File: src/hdl/dsv_pkg.sv
// Shared types and constants for the small DSA signature verifier.
// Holds the word layouts, verdict codes, register indexes and the
// request/response structs of the bit-serial modular multiplier.
package dsv_pkg;

  localparam int MOD_BITS     = 16;
  localparam int EXP_BITS     = 32;
  localparam int HASH_BITS    = 16;
  localparam int BYTE_BITS    = 8;
  localparam int HVAL_BITS    = 11;
  localparam int CFG_BITS     = 16;
  localparam int CFG_IDX_BITS = 2;
  localparam int HASH_SHIFT   = 4;
  localparam int HASH_DIV     = 55;
  localparam int HASH_MIN     = 5;
  localparam int MOD_MIN      = 3;
  localparam int REM_BITS     = 6;
  localparam int STEP_BITS    =
      $clog2(((HASH_BITS > MOD_BITS) ? HASH_BITS : MOD_BITS) + 1);

  typedef enum logic [1:0] {
    VERDICT_VALID   = 2'd0,
    VERDICT_INVALID = 2'd1,
    VERDICT_SKIPPED = 2'd2
  } verdict_e;

  localparam logic [CFG_IDX_BITS-1:0] CFG_SUBGROUP_ORDER = 2'd0;
  localparam logic [CFG_IDX_BITS-1:0] CFG_FIELD_PRIME    = 2'd1;
  localparam logic [CFG_IDX_BITS-1:0] CFG_GENERATOR      = 2'd2;
  localparam logic [CFG_IDX_BITS-1:0] CFG_PUBLIC_KEY     = 2'd3;

  typedef struct packed {
    logic [BYTE_BITS-1:0] msg_byte;
    logic                 last_byte;
    logic [MOD_BITS-1:0]  sig_r;
    logic [MOD_BITS-1:0]  sig_s;
  } in_word_t;

  typedef struct packed {
    verdict_e             verdict;
    logic [HVAL_BITS-1:0] hash_value;
  } out_word_t;

  // a must already be below m; b is scanned whole, msb first
  typedef struct packed {
    logic                start;
    logic [MOD_BITS-1:0] a;
    logic [MOD_BITS-1:0] b;
    logic [MOD_BITS-1:0] m;
  } mm_req_t;

  typedef struct packed {
    logic                done;
    logic [MOD_BITS-1:0] res;
  } mm_rsp_t;

endpackage

File: src/hdl/dsv_modmul.sv
// Bit-serial modular multiplier: res = a * b mod m, one bit of b per cycle.
// Depends on dsv_pkg for widths and the request/response structs.
module dsv_modmul (
  input  logic             clk_i,
  input  logic             rst_ni,
  input  dsv_pkg::mm_req_t req_i,
  output dsv_pkg::mm_rsp_t rsp_o
);
  import dsv_pkg::*;

  logic [MOD_BITS-1:0]  a_q, b_q, m_q, acc_q;
  logic [STEP_BITS-1:0] cnt_q;
  logic                 run_q, done_q;
  logic [MOD_BITS:0]    m_ext, dbl, dbl_red, sum, sum_red;

  // acc = (2*acc mod m + bit*a) mod m, each half stays below 2m
  always_comb begin
    m_ext   = {1'b0, m_q};
    dbl     = {acc_q, 1'b0};
    dbl_red = (dbl >= m_ext) ? (dbl - m_ext) : dbl;
    sum     = dbl_red + (b_q[MOD_BITS-1] ? {1'b0, a_q} : '0);
    sum_red = (sum >= m_ext) ? (sum - m_ext) : sum;
  end

  always_ff @(posedge clk_i or negedge rst_ni) begin
    if (!rst_ni) begin
      run_q  <= 1'b0;
      done_q <= 1'b0;
      cnt_q  <= '0;
      a_q    <= '0;
      b_q    <= '0;
      m_q    <= '0;
      acc_q  <= '0;
    end else begin
      done_q <= 1'b0;
      if (req_i.start) begin
        a_q   <= req_i.a;
        b_q   <= req_i.b;
        m_q   <= req_i.m;
        acc_q <= '0;
        cnt_q <= STEP_BITS'(MOD_BITS);
        run_q <= 1'b1;
      end else if (run_q) begin
        acc_q <= sum_red[MOD_BITS-1:0];
        b_q   <= b_q << 1;
        cnt_q <= cnt_q - 1'b1;
        if (cnt_q == STEP_BITS'(1)) begin
          run_q  <= 1'b0;
          done_q <= 1'b1;
        end
      end
    end
  end

  assign rsp_o.done = done_q;
  assign rsp_o.res  = acc_q;

`ifndef SYNTHESIS
  a_no_restart: assert property (@(posedge clk_i) disable iff (!rst_ni)
    req_i.start |-> !run_q)
    else $error("modmul started while busy");

  a_done_idle: assert property (@(posedge clk_i) disable iff (!rst_ni)
    done_q |-> !run_q && $past(run_q))
    else $error("modmul done without a finished run");

  a_cnt_live: assert property (@(posedge clk_i) disable iff (!rst_ni)
    run_q |-> cnt_q != '0)
    else $error("modmul running with an empty step count");
`endif

endmodule

File: src/hdl/small_dsa_signature_verify_core.sv
// Small DSA-style signature verifier: hashes a byte stream, then checks (r, s).
// Depends on dsv_pkg and dsv_modmul.
//
// Message bytes are taken one per cycle and folded into a 16-bit shift-add
// hash. The byte flagged last_byte also carries sig_r and sig_s and starts
// verification; no word is taken until it finishes. The hash is divided by
// 55 bit-serially; if the quotient is below 5 the result is "skipped" at once.
// Otherwise all modular work runs on one bit-serial multiplier: a reduction
// of s, an inverse by powering to q-2 (up to 31 multiplies), a shift-add for
// u1 and u2, two reductions and two powers over 32-bit exponents (up to 63
// multiplies each), a final multiply and a reduction mod q. The result sits
// in an output register, so the next message streams in while it waits to
// be taken.
module small_dsa_signature_verify_core (
  input  logic                                 clk_i,
  input  logic                                 rst_ni,
  input  logic                                 cfg_we_i,
  input  logic [dsv_pkg::CFG_IDX_BITS-1:0]     cfg_addr_i,
  input  logic [dsv_pkg::CFG_BITS-1:0]         cfg_wdata_i,
  input  logic                                 in_valid_i,
  output logic                                 in_ready_o,
  input  dsv_pkg::in_word_t                    in_word_i,
  output logic                                 out_valid_o,
  input  logic                                 out_ready_i,
  output dsv_pkg::out_word_t                   out_word_o
);
  import dsv_pkg::*;

  localparam logic [3:0] S_IDLE = 4'd0;
  localparam logic [3:0] S_DIV  = 4'd1;
  localparam logic [3:0] S_SRED = 4'd2;
  localparam logic [3:0] S_POW  = 4'd3;
  localparam logic [3:0] S_UMUL = 4'd4;
  localparam logic [3:0] S_GRED = 4'd5;
  localparam logic [3:0] S_YRED = 4'd6;
  localparam logic [3:0] S_FMUL = 4'd7;
  localparam logic [3:0] S_QRED = 4'd8;
  localparam logic [3:0] S_OUT  = 4'd9;

  localparam logic [1:0] PH_MUL = 2'd0;
  localparam logic [1:0] PH_SQR = 2'd1;
  localparam logic [1:0] PH_FIN = 2'd2;

  localparam logic [1:0] POW_W = 2'd0;
  localparam logic [1:0] POW_G = 2'd1;
  localparam logic [1:0] POW_Y = 2'd2;

  localparam logic [MOD_BITS-1:0] MOD_ONE  = MOD_BITS'(1);
  localparam logic [MOD_BITS-1:0] MOD_LOW  = MOD_BITS'(MOD_MIN);
  localparam logic [REM_BITS:0]   DIV_K    = (REM_BITS + 1)'(HASH_DIV);
  localparam logic [HVAL_BITS-1:0] H_MIN   = HVAL_BITS'(HASH_MIN);

  logic [3:0]            state_q;
  logic [1:0]            phase_q, pow_sel_q;
  logic                  launch_q;
  logic [STEP_BITS-1:0]  cnt_q;

  logic [MOD_BITS-1:0]   q_q, p_q, g_q, y_q;
  logic [HASH_BITS-1:0]  hash_q, hash_d, src_q;
  logic [REM_BITS-1:0]   rem_q, rem_d;
  logic [REM_BITS:0]     rem_t;
  logic                  qbit;
  logic [HVAL_BITS-1:0]  quo_q, quo_d;
  logic [MOD_BITS-1:0]   r_q, s_q, acc_q, sq_q, a_q, msr_q, pow_m, cfg_val;
  logic [EXP_BITS-1:0]   exp_q, u1_q, u2_q;
  logic                  exp_rest_zero;
  verdict_e              verdict_q;
  logic                  out_valid_q;
  out_word_t             out_q;

  mm_req_t               mm_req;
  mm_rsp_t               mm_rsp;

  dsv_modmul u_modmul (
    .clk_i  (clk_i),
    .rst_ni (rst_ni),
    .req_i  (mm_req),
    .rsp_o  (mm_rsp)
  );

  assign in_ready_o  = (state_q == S_IDLE);
  assign out_valid_o = out_valid_q;
  assign out_word_o  = out_q;

  assign cfg_val = cfg_wdata_i[MOD_BITS-1:0];
  assign hash_d  = (hash_q << HASH_SHIFT) +
      {{(HASH_BITS - BYTE_BITS){in_word_i.msg_byte[BYTE_BITS-1]}}, in_word_i.msg_byte};

  // restoring divide by 55, one hash bit per cycle
  assign rem_t = {rem_q, src_q[HASH_BITS-1]};
  assign qbit  = (rem_t >= DIV_K);
  assign rem_d = qbit ? REM_BITS'(rem_t - DIV_K) : rem_t[REM_BITS-1:0];
  assign quo_d = {quo_q[HVAL_BITS-2:0], qbit};

  assign pow_m         = (pow_sel_q == POW_W) ? q_q : p_q;
  assign exp_rest_zero = (exp_q[EXP_BITS-1:1] == '0);

  always_comb begin
    mm_req.start = 1'b0;
    mm_req.a     = MOD_ONE;
    mm_req.b     = s_q;
    mm_req.m     = q_q;
    case (state_q)
      S_SRED: begin
        mm_req.start = launch_q;
      end
      S_POW: begin
        mm_req.m = pow_m;
        mm_req.b = sq_q;
        if (phase_q == PH_MUL) begin
          mm_req.a     = acc_q;
          mm_req.start = launch_q && exp_q[0];
        end else if (phase_q == PH_SQR) begin
          mm_req.a     = sq_q;
          mm_req.start = launch_q;
        end
      end
      S_GRED: begin
        mm_req.start = launch_q;
        mm_req.b     = g_q;
        mm_req.m     = p_q;
      end
      S_YRED: begin
        mm_req.start = launch_q;
        mm_req.b     = y_q;
        mm_req.m     = p_q;
      end
      S_FMUL: begin
        mm_req.start = launch_q;
        mm_req.a     = a_q;
        mm_req.b     = acc_q;
        mm_req.m     = p_q;
      end
      S_QRED: begin
        mm_req.start = launch_q;
        mm_req.b     = acc_q;
      end
      default: ;
    endcase
  end

  always_ff @(posedge clk_i or negedge rst_ni) begin
    if (!rst_ni) begin
      state_q     <= S_IDLE;
      phase_q     <= PH_MUL;
      pow_sel_q   <= POW_W;
      launch_q    <= 1'b0;
      cnt_q       <= '0;
      q_q         <= MOD_LOW;
      p_q         <= MOD_LOW;
      g_q         <= '0;
      y_q         <= '0;
      hash_q      <= '0;
      src_q       <= '0;
      rem_q       <= '0;
      quo_q       <= '0;
      r_q         <= '0;
      s_q         <= '0;
      acc_q       <= MOD_ONE;
      sq_q        <= '0;
      a_q         <= '0;
      msr_q       <= '0;
      exp_q       <= '0;
      u1_q        <= '0;
      u2_q        <= '0;
      verdict_q   <= VERDICT_VALID;
      out_valid_q <= 1'b0;
      out_q       <= '0;
    end else begin
      // drop the taken word unless a new result replaces it
      if (out_valid_q && out_ready_i && (state_q != S_OUT)) begin
        out_valid_q <= 1'b0;
      end

      if (cfg_we_i) begin
        case (cfg_addr_i)
          CFG_SUBGROUP_ORDER: q_q <= (cfg_val < MOD_LOW) ? MOD_LOW : cfg_val;
          CFG_FIELD_PRIME:    p_q <= (cfg_val < MOD_LOW) ? MOD_LOW : cfg_val;
          CFG_GENERATOR:      g_q <= cfg_val;
          CFG_PUBLIC_KEY:     y_q <= cfg_val;
          default: ;
        endcase
      end

      case (state_q)
        S_IDLE: begin
          if (in_valid_i) begin
            if (in_word_i.last_byte) begin
              hash_q  <= '0;
              src_q   <= hash_d;
              rem_q   <= '0;
              quo_q   <= '0;
              cnt_q   <= STEP_BITS'(HASH_BITS);
              r_q     <= in_word_i.sig_r;
              s_q     <= in_word_i.sig_s;
              state_q <= S_DIV;
            end else begin
              hash_q <= hash_d;
            end
          end
        end
        S_DIV: begin
          rem_q <= rem_d;
          quo_q <= quo_d;
          src_q <= src_q << 1;
          cnt_q <= cnt_q - 1'b1;
          if (cnt_q == STEP_BITS'(1)) begin
            verdict_q <= VERDICT_SKIPPED;
            launch_q  <= 1'b1;
            state_q   <= (quo_d < H_MIN) ? S_OUT : S_SRED;
          end
        end
        S_SRED: begin
          if (launch_q) begin
            launch_q <= 1'b0;
          end else if (mm_rsp.done) begin
            sq_q      <= mm_rsp.res;
            acc_q     <= MOD_ONE;
            exp_q     <= EXP_BITS'(q_q - MOD_BITS'(2));
            pow_sel_q <= POW_W;
            phase_q   <= PH_MUL;
            launch_q  <= 1'b1;
            state_q   <= S_POW;
          end
        end
        S_POW: begin
          case (phase_q)
            PH_MUL: begin
              if (launch_q) begin
                if (exp_q == '0) begin
                  phase_q <= PH_FIN;
                end else if (!exp_q[0]) begin
                  // skip the multiply for a clear exponent bit
                  phase_q <= exp_rest_zero ? PH_FIN : PH_SQR;
                end else begin
                  launch_q <= 1'b0;
                end
              end else if (mm_rsp.done) begin
                acc_q    <= mm_rsp.res;
                launch_q <= 1'b1;
                phase_q  <= exp_rest_zero ? PH_FIN : PH_SQR;
              end
            end
            PH_SQR: begin
              if (launch_q) begin
                launch_q <= 1'b0;
              end else if (mm_rsp.done) begin
                sq_q     <= mm_rsp.res;
                exp_q    <= exp_q >> 1;
                launch_q <= 1'b1;
                phase_q  <= PH_MUL;
              end
            end
            PH_FIN: begin
              launch_q <= 1'b1;
              phase_q  <= PH_MUL;
              case (pow_sel_q)
                POW_W: begin
                  msr_q   <= acc_q;
                  u1_q    <= '0;
                  u2_q    <= '0;
                  cnt_q   <= STEP_BITS'(MOD_BITS);
                  state_q <= S_UMUL;
                end
                POW_G: begin
                  a_q     <= acc_q;
                  state_q <= S_YRED;
                end
                POW_Y: begin
                  state_q <= S_FMUL;
                end
                default: begin
                  state_q <= S_IDLE;
                end
              endcase
            end
            default: begin
              phase_q <= PH_MUL;
            end
          endcase
        end
        S_UMUL: begin
          // u1 = H*w and u2 = r*w, shift-add over the bits of w
          u1_q  <= (u1_q << 1) + (msr_q[MOD_BITS-1] ? EXP_BITS'(quo_q) : '0);
          u2_q  <= (u2_q << 1) + (msr_q[MOD_BITS-1] ? EXP_BITS'(r_q) : '0);
          msr_q <= msr_q << 1;
          cnt_q <= cnt_q - 1'b1;
          if (cnt_q == STEP_BITS'(1)) begin
            launch_q <= 1'b1;
            state_q  <= S_GRED;
          end
        end
        S_GRED: begin
          if (launch_q) begin
            launch_q <= 1'b0;
          end else if (mm_rsp.done) begin
            sq_q      <= mm_rsp.res;
            acc_q     <= MOD_ONE;
            exp_q     <= u1_q;
            pow_sel_q <= POW_G;
            phase_q   <= PH_MUL;
            launch_q  <= 1'b1;
            state_q   <= S_POW;
          end
        end
        S_YRED: begin
          if (launch_q) begin
            launch_q <= 1'b0;
          end else if (mm_rsp.done) begin
            sq_q      <= mm_rsp.res;
            acc_q     <= MOD_ONE;
            exp_q     <= u2_q;
            pow_sel_q <= POW_Y;
            phase_q   <= PH_MUL;
            launch_q  <= 1'b1;
            state_q   <= S_POW;
          end
        end
        S_FMUL: begin
          if (launch_q) begin
            launch_q <= 1'b0;
          end else if (mm_rsp.done) begin
            acc_q    <= mm_rsp.res;
            launch_q <= 1'b1;
            state_q  <= S_QRED;
          end
        end
        S_QRED: begin
          if (launch_q) begin
            launch_q <= 1'b0;
          end else if (mm_rsp.done) begin
            verdict_q <= (mm_rsp.res == r_q) ? VERDICT_VALID : VERDICT_INVALID;
            state_q   <= S_OUT;
          end
        end
        S_OUT: begin
          // hold until the output register is free
          if (!out_valid_q || out_ready_i) begin
            out_valid_q      <= 1'b1;
            out_q.verdict    <= verdict_q;
            out_q.hash_value <= quo_q;
            launch_q         <= 1'b0;
            state_q          <= S_IDLE;
          end
        end
        default: begin
          state_q <= S_IDLE;
        end
      endcase
    end
  end

`ifndef SYNTHESIS
  a_last_starts: assert property (@(posedge clk_i) disable iff (!rst_ni)
    in_valid_i && in_ready_o && in_word_i.last_byte |=> state_q == S_DIV)
    else $error("last word did not start verification");

  a_skip_small: assert property (@(posedge clk_i) disable iff (!rst_ni)
    out_valid_o && out_word_o.verdict == VERDICT_SKIPPED |->
      out_word_o.hash_value < H_MIN)
    else $error("skipped verdict with a large hash");

  a_check_large: assert property (@(posedge clk_i) disable iff (!rst_ni)
    out_valid_o && out_word_o.verdict != VERDICT_SKIPPED |->
      out_word_o.hash_value >= H_MIN)
    else $error("checked verdict with a small hash");
`endif

endmodule
File: config.mk
export PLATFORM = sky130hd
export DESIGN_NAME = small_dsa_signature_verify_core
export DESIGN_NICKNAME = d
export VERILOG_FILES = /design/src/hdl/dsv_pkg.sv /design/src/hdl/dsv_modmul.sv /design/src/hdl/small_dsa_signature_verify_core.sv
export SDC_FILE = /design/constraint.sdc
export NUM_CORES = 1
export LEC_CHECK = 0
export ABC_AREA = 1
export BUFFER_PORTS_ARGS = -buffer_cell sky130_fd_sc_hd__buf_2
export CAP_MARGIN = 20
export CORE_MARGIN = 10
export CORE_UTILIZATION = 57
export DETAILED_ROUTE_END_ITERATION = 10
export GPL_TIMING_DRIVEN = 0
export PLACE_DENSITY_LB_ADDON = 0.08
export SYNTH_ARGS = -nofsm -noshare
export SYNTH_HDL_FRONTEND = slang
export SYNTH_SLANG_ARGS = --single-unit
File: constraint.sdc
create_clock -name clk_i -period 5.95 [get_ports clk_i]
set_clock_uncertainty 0.1 [all_clocks]
set_input_delay 1.4875 -clock clk_i [delete_from_list [all_inputs] [get_ports clk_i]]
set_output_delay 1.4875 -clock clk_i [all_outputs]
set_load 0.01 [all_outputs]
; Yosys cells after proc, flatten, opt, wreduce, memory -nomap -nowiden
; Cells that the tools add are included.
[totals]
register_bits = 402
out_inout_bits = 15
elab_cells = 257
[op_classes]
add_sub_neg = 10
order_cmp = 5
eq_ne = 47
n_mux = 116
n_reduce_logical = 46
[op_table]
columns = op, n
row1 = 32-bit two-way mux, 11
row2 = 16-bit two-way mux, 21
row3 = 16-bit case mux with 2 select lines, 5
row4 = 32-bit case mux with 2 select lines, 2
row5 = 32-bit case mux with 4 select lines, 1
row6 = 16-bit case mux with 4 select lines, 1
row7 = 4-bit two-way mux, 13
row8 = 17-bit two-way mux, 3
row9 = 16-bit case mux with 3 select lines, 1
row10 = 17-bit by 16-bit greater-or-equal comparator with 1-bit output, 2
row11 = 11-bit two-way mux, 3
row12 = 32-bit by 11-bit adder with 32-bit output, 1
row13 = 32-bit by 16-bit adder with 32-bit output, 1
row14 = 32-bit logical NOT, 1
row15 = 2-bit two-way mux, 16
row16 = 4-bit case mux with 8 select lines, 1
row17 = 31-bit logical NOT, 1
row18 = 5-bit two-way mux, 6
row19 = 2-bit inequality test (second input constant), 15
row20 = 11-bit case mux with 2 select lines, 1
row21 = 6-bit two-way mux, 3
row22 = 2-bit by 1-bit inequality test with 1-bit output (second input constant), 9
row23 = 17-bit by 16-bit adder with 17-bit output, 1
row24 = 1-bit two-way mux, 17
row25 = 49 further kinds, 88

; Logic depth before layout (Yosys ltp)
[logic_depth]
word_depth = 7
depth_mapped = 38
depth_no_buf = 36

; By module
; Synthesis repeated with hierarchy kept, for this count alone.
[unflattened]
cells_unflattened = 3386
hier_area_um2 = 24642.4
[by_module_without_submodules]
columns = module, instances, cells_each, area_per_inst_um2, seq_area_each_um2
row1 = small_dsa_signature_verify_core, 1, 2547, 18829.3, 8289.2
row2 = dsv_modmul, 1, 839, 5813.1, 1776.7

; Least setup slack after synthesis
; Ideal clock, no wire load.
[synth_path]
path_type = reg2reg
start = reg u_modmul.acc_q[0]
end = reg u_modmul.acc_q[10]
arrival_ps = 4593
required_time_ps = 5733
slack_ps = 1139
stages_incl_launch_ff = 34
cell_sequence = dfrtp_1 -> ha_1 -> ha_1 -> nand2_1 -> nor2_1 -> nand2_1 -> o21ai_1 -> nor2_1 -> nand2_2 -> inv_1 -> clkbuf_1 -> nor2_1 -> ha_1 -> inv_1 -> fa_1 -> nand3b_1 -> nand2_1 -> nand2_1 -> nand2_1 -> a21oi_1 -> xor2_1 -> inv_1 -> ha_1 -> nand2_1 -> nor2_1 -> and2_1 -> and2_1 -> nor2_1 -> inv_1 -> nor2_4 -> buf_4 -> nand4_1 -> nand3_1 -> nand2_1
[synth_via]
elab_chain_len = 7
elab_cells_between_ends = 9
cone_classes = 3 x add/sub / 2 x order compare / 4 x mux
[synth_lines]
columns = element, line
row1 = from (decl), dsv_modmul.sv:11  ; logic [MOD_BITS-1:0] a_q, b_q, m_q, acc_q;
row2 = from (signal assigned), dsv_modmul.sv:44  ; acc_q <= sum_red[MOD_BITS-1:0];
row3 = 17-bit by 16-bit subtractor with 17-bit output or 17-bit by 16-bit greater-or-equal comparator with 1-bit output (tied branches), dsv_modmul.sv:20  ; dbl_red = (dbl >= m_ext) ? (dbl - m_ext) : dbl;
row4 = 17-bit two-way mux *, dsv_modmul.sv:20
row5 = 17-bit by 16-bit adder with 17-bit output *, dsv_modmul.sv:21  ; sum = dbl_red + (b_q[MOD_BITS-1] ? {1'b0, a_q} : '0);
row6 = 16-bit subtractor or 17-bit by 16-bit greater-or-equal comparator with 1-bit output (tied branches), dsv_modmul.sv:22  ; sum_red = (sum >= m_ext) ? (sum - m_ext) : sum;
row7 = 16-bit two-way mux *, dsv_modmul.sv:22
row8 = 16-bit two-way mux *, dsv_modmul.sv:43  ; end else if (run_q) begin
row9 = 16-bit two-way mux *, dsv_modmul.sv:36  ; if (req_i.start) begin
; Mark *: on every way between the ends. The rest lies on a longest branch, timed or not. The select of a mux whose other input is x is not followed.
; A chain may end at the register's enable or synchronous reset.

; Worst setup path in the final report
[layout_path]
start = reg u_modmul.acc_q[6]
end = reg u_modmul.acc_q[11]
; Same word-level chain as after synthesis.

==> flow_results.xml <==
<?xml version="1.0" encoding="UTF-8"?>
<metrics>
  <group name="run_status">
    <metric name="run_status" unit="">finished, final reports clean</metric>
  </group>
  <group name="setup_path">
    <metric name="critical_path.n_buffers_inverters" unit="">5</metric>
    <metric name="critPathMostFrequentCell" unit="">sky130_fd_sc_hd__nand2_1</metric>
    <metric name="critical-path-max-stage-delay" unit="ns">0.53</metric>
    <metric name="timing.critical_path.required" unit="ns">6.37</metric>
    <metric name="setup.worst_path.start" unit="">u_modmul.acc_q[6]</metric>
    <metric name="critical_path.endpoint_type" unit="">register</metric>
    <metric name="cp_slowest_cell" unit="">sky130_fd_sc_hd__dfrtp_2</metric>
    <metric name="r2r-start" unit="">u_modmul.acc_q[6]</metric>
    <metric name="critical_path.startpoint_type" unit="">register</metric>
    <metric name="cp.arrival" unit="ns">6.02</metric>
    <metric name="critical-path-top-delay-family" unit="">simple AND/OR/NAND/NOR gates</metric>
    <metric name="worst_path_class_setup" unit="">reg -&gt; reg</metric>
    <metric name="critical_path_peak_fanout" unit="">10</metric>
  </group>
  <group name="global_routing">
    <metric name="grt_use_total" unit="">0.312</metric>
    <metric name="antenna_found_initial" unit="">1</metric>
    <metric name="grt_max_degree" unit="">120</metric>
    <metric name="grt_pass1_vias" unit="">21600</metric>
    <metric name="grt_first_pass_wirelength" unit="mm">122</metric>
    <metric name="grt.overflow.total" unit="">0</metric>
  </group>
  <group name="timing">
    <metric name="report.final.setup_viol" unit="">0</metric>
    <metric name="clock_period_minus_worst_slack" unit="ns">5.60</metric>
    <metric name="final_min_period_over_clock_period" unit="">0.940</metric>
    <metric name="max_slew.worst_pin.slew" unit="ns">0.840</metric>
    <metric name="max-slew-margin-rel" unit="">0.440</metric>
    <metric name="fmax" unit="GHz">0.179</metric>
    <metric name="report.final.hold_viol_count" unit="">0</metric>
    <metric name="report.final.slew_viol_count" unit="">0</metric>
  </group>
  <group name="worst_hold_path">
    <metric name="min_path_type" unit="">reg -&gt; reg</metric>
    <metric name="hp-start" unit="">out_word_o[9]</metric>
  </group>
  <group name="synth">
    <metric name="synth_simple_gate_area_share" unit="">0.223</metric>
    <metric name="synth.ff_latch_count" unit="">402</metric>
    <metric name="post_synth_fa_ha_maj_area_fraction" unit="">0.0565</metric>
    <metric name="synth_xor_area_frac" unit="">0.0256</metric>
    <metric name="synth.yosys.seq_area_share" unit="">0.426</metric>
    <metric name="postSynth.topFlopCell" unit="">sky130_fd_sc_hd__dfrtp_1</metric>
    <metric name="synth-edff-count" unit="">0</metric>
    <metric name="syn_area_per_cell" unit="um^2">7.68</metric>
    <metric name="post_synth_mux_area_share" unit="">0.0129</metric>
    <metric name="mappedNetlistArea" unit="um^2">23600</metric>
    <metric name="synth_cell_type_count" unit="">61</metric>
    <metric name="syn_inst" unit="">3074</metric>
    <metric name="synth_top_family_by_area" unit="">simple AND/OR/NAND/NOR gates</metric>
    <metric name="async_flop_share" unit="">1.00</metric>
    <metric name="synth.yosys.warnings" unit="">0</metric>
    <metric name="area_fraction_in_compound_gates_after_synthesis" unit="">0.169</metric>
    <metric name="syn-num-nets" unit="">3241</metric>
  </group>
  <group name="placement">
    <metric name="gp_routability_congestion" unit="">1.01</metric>
    <metric name="port_buffers" unit="">78</metric>
    <metric name="detailed_place_hpwl" unit="mm">61.2</metric>
  </group>
  <group name="route">
    <metric name="detail_route.drc_violations" unit="">0</metric>
    <metric name="met2RoutedLength" unit="mm">38.2</metric>
    <metric name="route.antenna.remaining_nets" unit="">0</metric>
    <metric name="top_signal_layer_used" unit="">met4</metric>
    <metric name="drt-total-wl" unit="mm">80.0</metric>
    <metric name="initialDrtViolationCount" unit="">2373</metric>
    <metric name="detail_route.wirelength.met1" unit="mm">31.3</metric>
    <metric name="wl_met3" unit="mm">6.11</metric>
    <metric name="post_drt_via_cell_ratio" unit="">5.93</metric>
    <metric name="route.detailed.wl_per_inst" unit="um">21.1</metric>
    <metric name="drt_pass1_iterations" unit="">8</metric>
    <metric name="num_vias" unit="">22400</metric>
  </group>
  <group name="floorplanning">
    <metric name="pin_count" unit="">79</metric>
    <metric name="floorplan.rows" unit="">74</metric>
    <metric name="die_x" unit="um">224</metric>
    <metric name="die_height" unit="um">224</metric>
    <metric name="core_area" unit="um^2">40900</metric>
    <metric name="start_util" unit="">0.577</metric>
    <metric name="dieArea" unit="um^2">50000</metric>
  </group>
  <group name="finish">
    <metric name="finalCoreUtilization" unit="">0.652</metric>
    <metric name="antenna_cells_inserted" unit="">0</metric>
    <metric name="num-fill-cells" unit="">3607</metric>
    <metric name="layout-drive-gt1-share" unit="">0.106</metric>
    <metric name="design.final.nets" unit="">3384</metric>
    <metric name="areaGrowthSynthToFinish" unit="%">13.0</metric>
    <metric name="largestRegisters" unit="">exp_q x32, u1_q x32, u2_q x32</metric>
  </group>
  <group name="clock_network">
    <metric name="ctsHtreeMaxLevel" unit="">2</metric>
    <metric name="tritoncts_num_sinks" unit="">402</metric>
    <metric name="clk-insertion-delay-late" unit="ns">0.60</metric>
    <metric name="inserted_clock_buffers" unit="">46</metric>
    <metric name="root_buffer" unit="">sky130_fd_sc_hd__clkbuf_16</metric>
    <metric name="cts-hold-fix-buffers" unit="">0</metric>
    <metric name="clock_tree_from_tritoncts" unit="">built</metric>
    <metric name="clock_tree.buffer_depth" unit="">3</metric>
    <metric name="path_clk_slew" unit="ns">0.06</metric>
  </group>
  <group name="power">
    <metric name="power_leakage" unit="uW">0.0127</metric>
    <metric name="design_power_total" unit="uW">18800</metric>
    <metric name="vdd_drop_max" unit="uV">1270</metric>
    <metric name="cell_area_power_density" unit="nW/um^2">705</metric>
  </group>
  <group name="flow_run">
    <metric name="maxCapViolCount" unit="">0</metric>
  </group>
</metrics>
kinds of logic after synthesis:
| logic type | after synthesis |
|---|---|
| DFF | 402 |
| adders and majority gates | 103 |
| and+or+nand+nor | 1250 |
| buffers and inverters | 529 |
| AOI/OAI and AO/OA | 694 |
| xor gates and xnor gates | 69 |
| muxes | 27 |
power breakdown:
group / internal, uW / leakage, uW / switching [uW]
logic: 4010 / 0.00681 / 7500
registers: 3630 / 0.00517 / 766
clock network: 1670 / 0.000754 / 1230
total: 9320 / 0.0127 / 9490
Yosys cell counts (46+ instances only):
cell | count | share of area
sky130_fd_sc_hd__nand2_1 | 756 | 0.12
sky130_fd_sc_hd__dfrtp_1 | 397 | 0.42
sky130_fd_sc_hd__inv_1 | 397 | 0.063
sky130_fd_sc_hd__o21ai_0 | 304 | 0.064
sky130_fd_sc_hd__nor2_1 | 214 | 0.034
sky130_fd_sc_hd__a21oi_1 | 166 | 0.035
sky130_fd_sc_hd__nand3_1 | 147 | 0.031
sky130_fd_sc_hd__ha_1 | 97 | 0.051
sky130_fd_sc_hd__clkbuf_1 | 77 | 0.012
sky130_fd_sc_hd__o22ai_1 | 70 | 0.019
sky130_fd_sc_hd__xor2_1 | 50 | 0.019
sky130_fd_sc_hd__nand4_1 | 46 | 0.012
path summary, 6_finish.rpt:
kind / to / slack, ns / cells after the start
max: u_modmul.acc_q[11] / 0.35 / 32
min in group asynchronous: u2_q[24] / 0.78 / 1
min reg2reg: out_word_o[9] / 0.38 / 2
min: out_word_o[9] / 0.38 / 2
max reg2reg: u_modmul.acc_q[11] / 0.35 / 32
max in group asynchronous: u_modmul.a_q[10] / 3.86 / 2
placed cells by master, fill, tap and decap left out, types with 8 or more instances in the layout:
| master | instances |
|---|---|
| sky130_fd_sc_hd__a21oi_1 | 163 |
| sky130_fd_sc_hd__a221oi_1 | 9 |
| sky130_fd_sc_hd__a22oi_1 | 8 |
| sky130_fd_sc_hd__a31oi_1 | 34 |
| sky130_fd_sc_hd__a41oi_1 | 8 |
| sky130_fd_sc_hd__buf_2 | 111 |
| sky130_fd_sc_hd__buf_4 | 19 |
| sky130_fd_sc_hd__clkbuf_1 | 79 |
| sky130_fd_sc_hd__clkbuf_16 | 46 |
| sky130_fd_sc_hd__clkinv_2 | 16 |
| sky130_fd_sc_hd__dfrtp_1 | 382 |
| sky130_fd_sc_hd__dfrtp_2 | 15 |
| sky130_fd_sc_hd__ha_1 | 82 |
| sky130_fd_sc_hd__ha_4 | 14 |
| sky130_fd_sc_hd__inv_1 | 394 |
| sky130_fd_sc_hd__inv_2 | 17 |
| sky130_fd_sc_hd__mux2_2 | 27 |
| sky130_fd_sc_hd__nand2_1 | 751 |
| sky130_fd_sc_hd__nand2_2 | 13 |
| sky130_fd_sc_hd__nand3_1 | 147 |
| sky130_fd_sc_hd__nand3b_1 | 10 |
| sky130_fd_sc_hd__nand4_1 | 46 |
| sky130_fd_sc_hd__nor2_1 | 212 |
| sky130_fd_sc_hd__nor3_1 | 31 |
| sky130_fd_sc_hd__nor4_1 | 12 |
| sky130_fd_sc_hd__o211ai_1 | 12 |
| sky130_fd_sc_hd__o21ai_0 | 304 |
| sky130_fd_sc_hd__o221ai_1 | 32 |
| sky130_fd_sc_hd__o22ai_1 | 70 |
| sky130_fd_sc_hd__xnor2_1 | 19 |
| sky130_fd_sc_hd__xor2_1 | 45 |
cell type report:
cell class | instances | area [um^2] | area share
well taps | 532 | 666 | 0.0249
clock buffers | 56 | 1250 | 0.0468
repair buffers | 95 | 588 | 0.0220
multi-input cells | 2143 | 11800 | 0.441
inverters | 414 | 1560 | 0.0583
flip-flops and latches | 402 | 10100 | 0.378
clock inverters | 27 | 265 | 0.00994
plain buffers | 115 | 494 | 0.0185
tightest hold or removal path, delay by kind of cell, from the launching register on:
family           cells  cell delay (ns)
AND/OR/NAND/NOR      1             0.05
AO/OA/AOI/OAI        1             0.06
flip-flops           1             0.34
per-stage QoR:
| stage | worst slack, ns | hold slack, ns | cell area, um^2 | cells | setup TNS (ns) |
|---|---|---|---|---|---|
| floorplan | 1.14 | 0.345 | 23600 | 3074 | 0 |
| global placement | -4.62 | 0.363 | 24700 | 3684 | -1824.17 |
| detailed placement | -0.258 | 0.366 | 24800 | 3687 | -2.28 |
| CTS | 0.00412 | 0.386 | 26400 | 3770 | 0 |
| global route | -0.0415 | 0.406 | 26700 | 3784 | -0.135 |
| finish | 0.355 | 0.381 | 26700 | 3784 | 0 |
timing repair:
action / 4_1_cts / 5_1_grt
setup endpoints to repair: 14 / 16
gates resized for setup: 19 / 44
buffers inserted: 0 / 14
pin swaps: 0 / 3
layer usage:
layer  up-vias  GRT usage
li1      10500          -
met1     10700      0.379
met2       995      0.519
met3       215     0.0556
met4         0      0.172
met5         -          0
(Power assumes the default switching activity.)
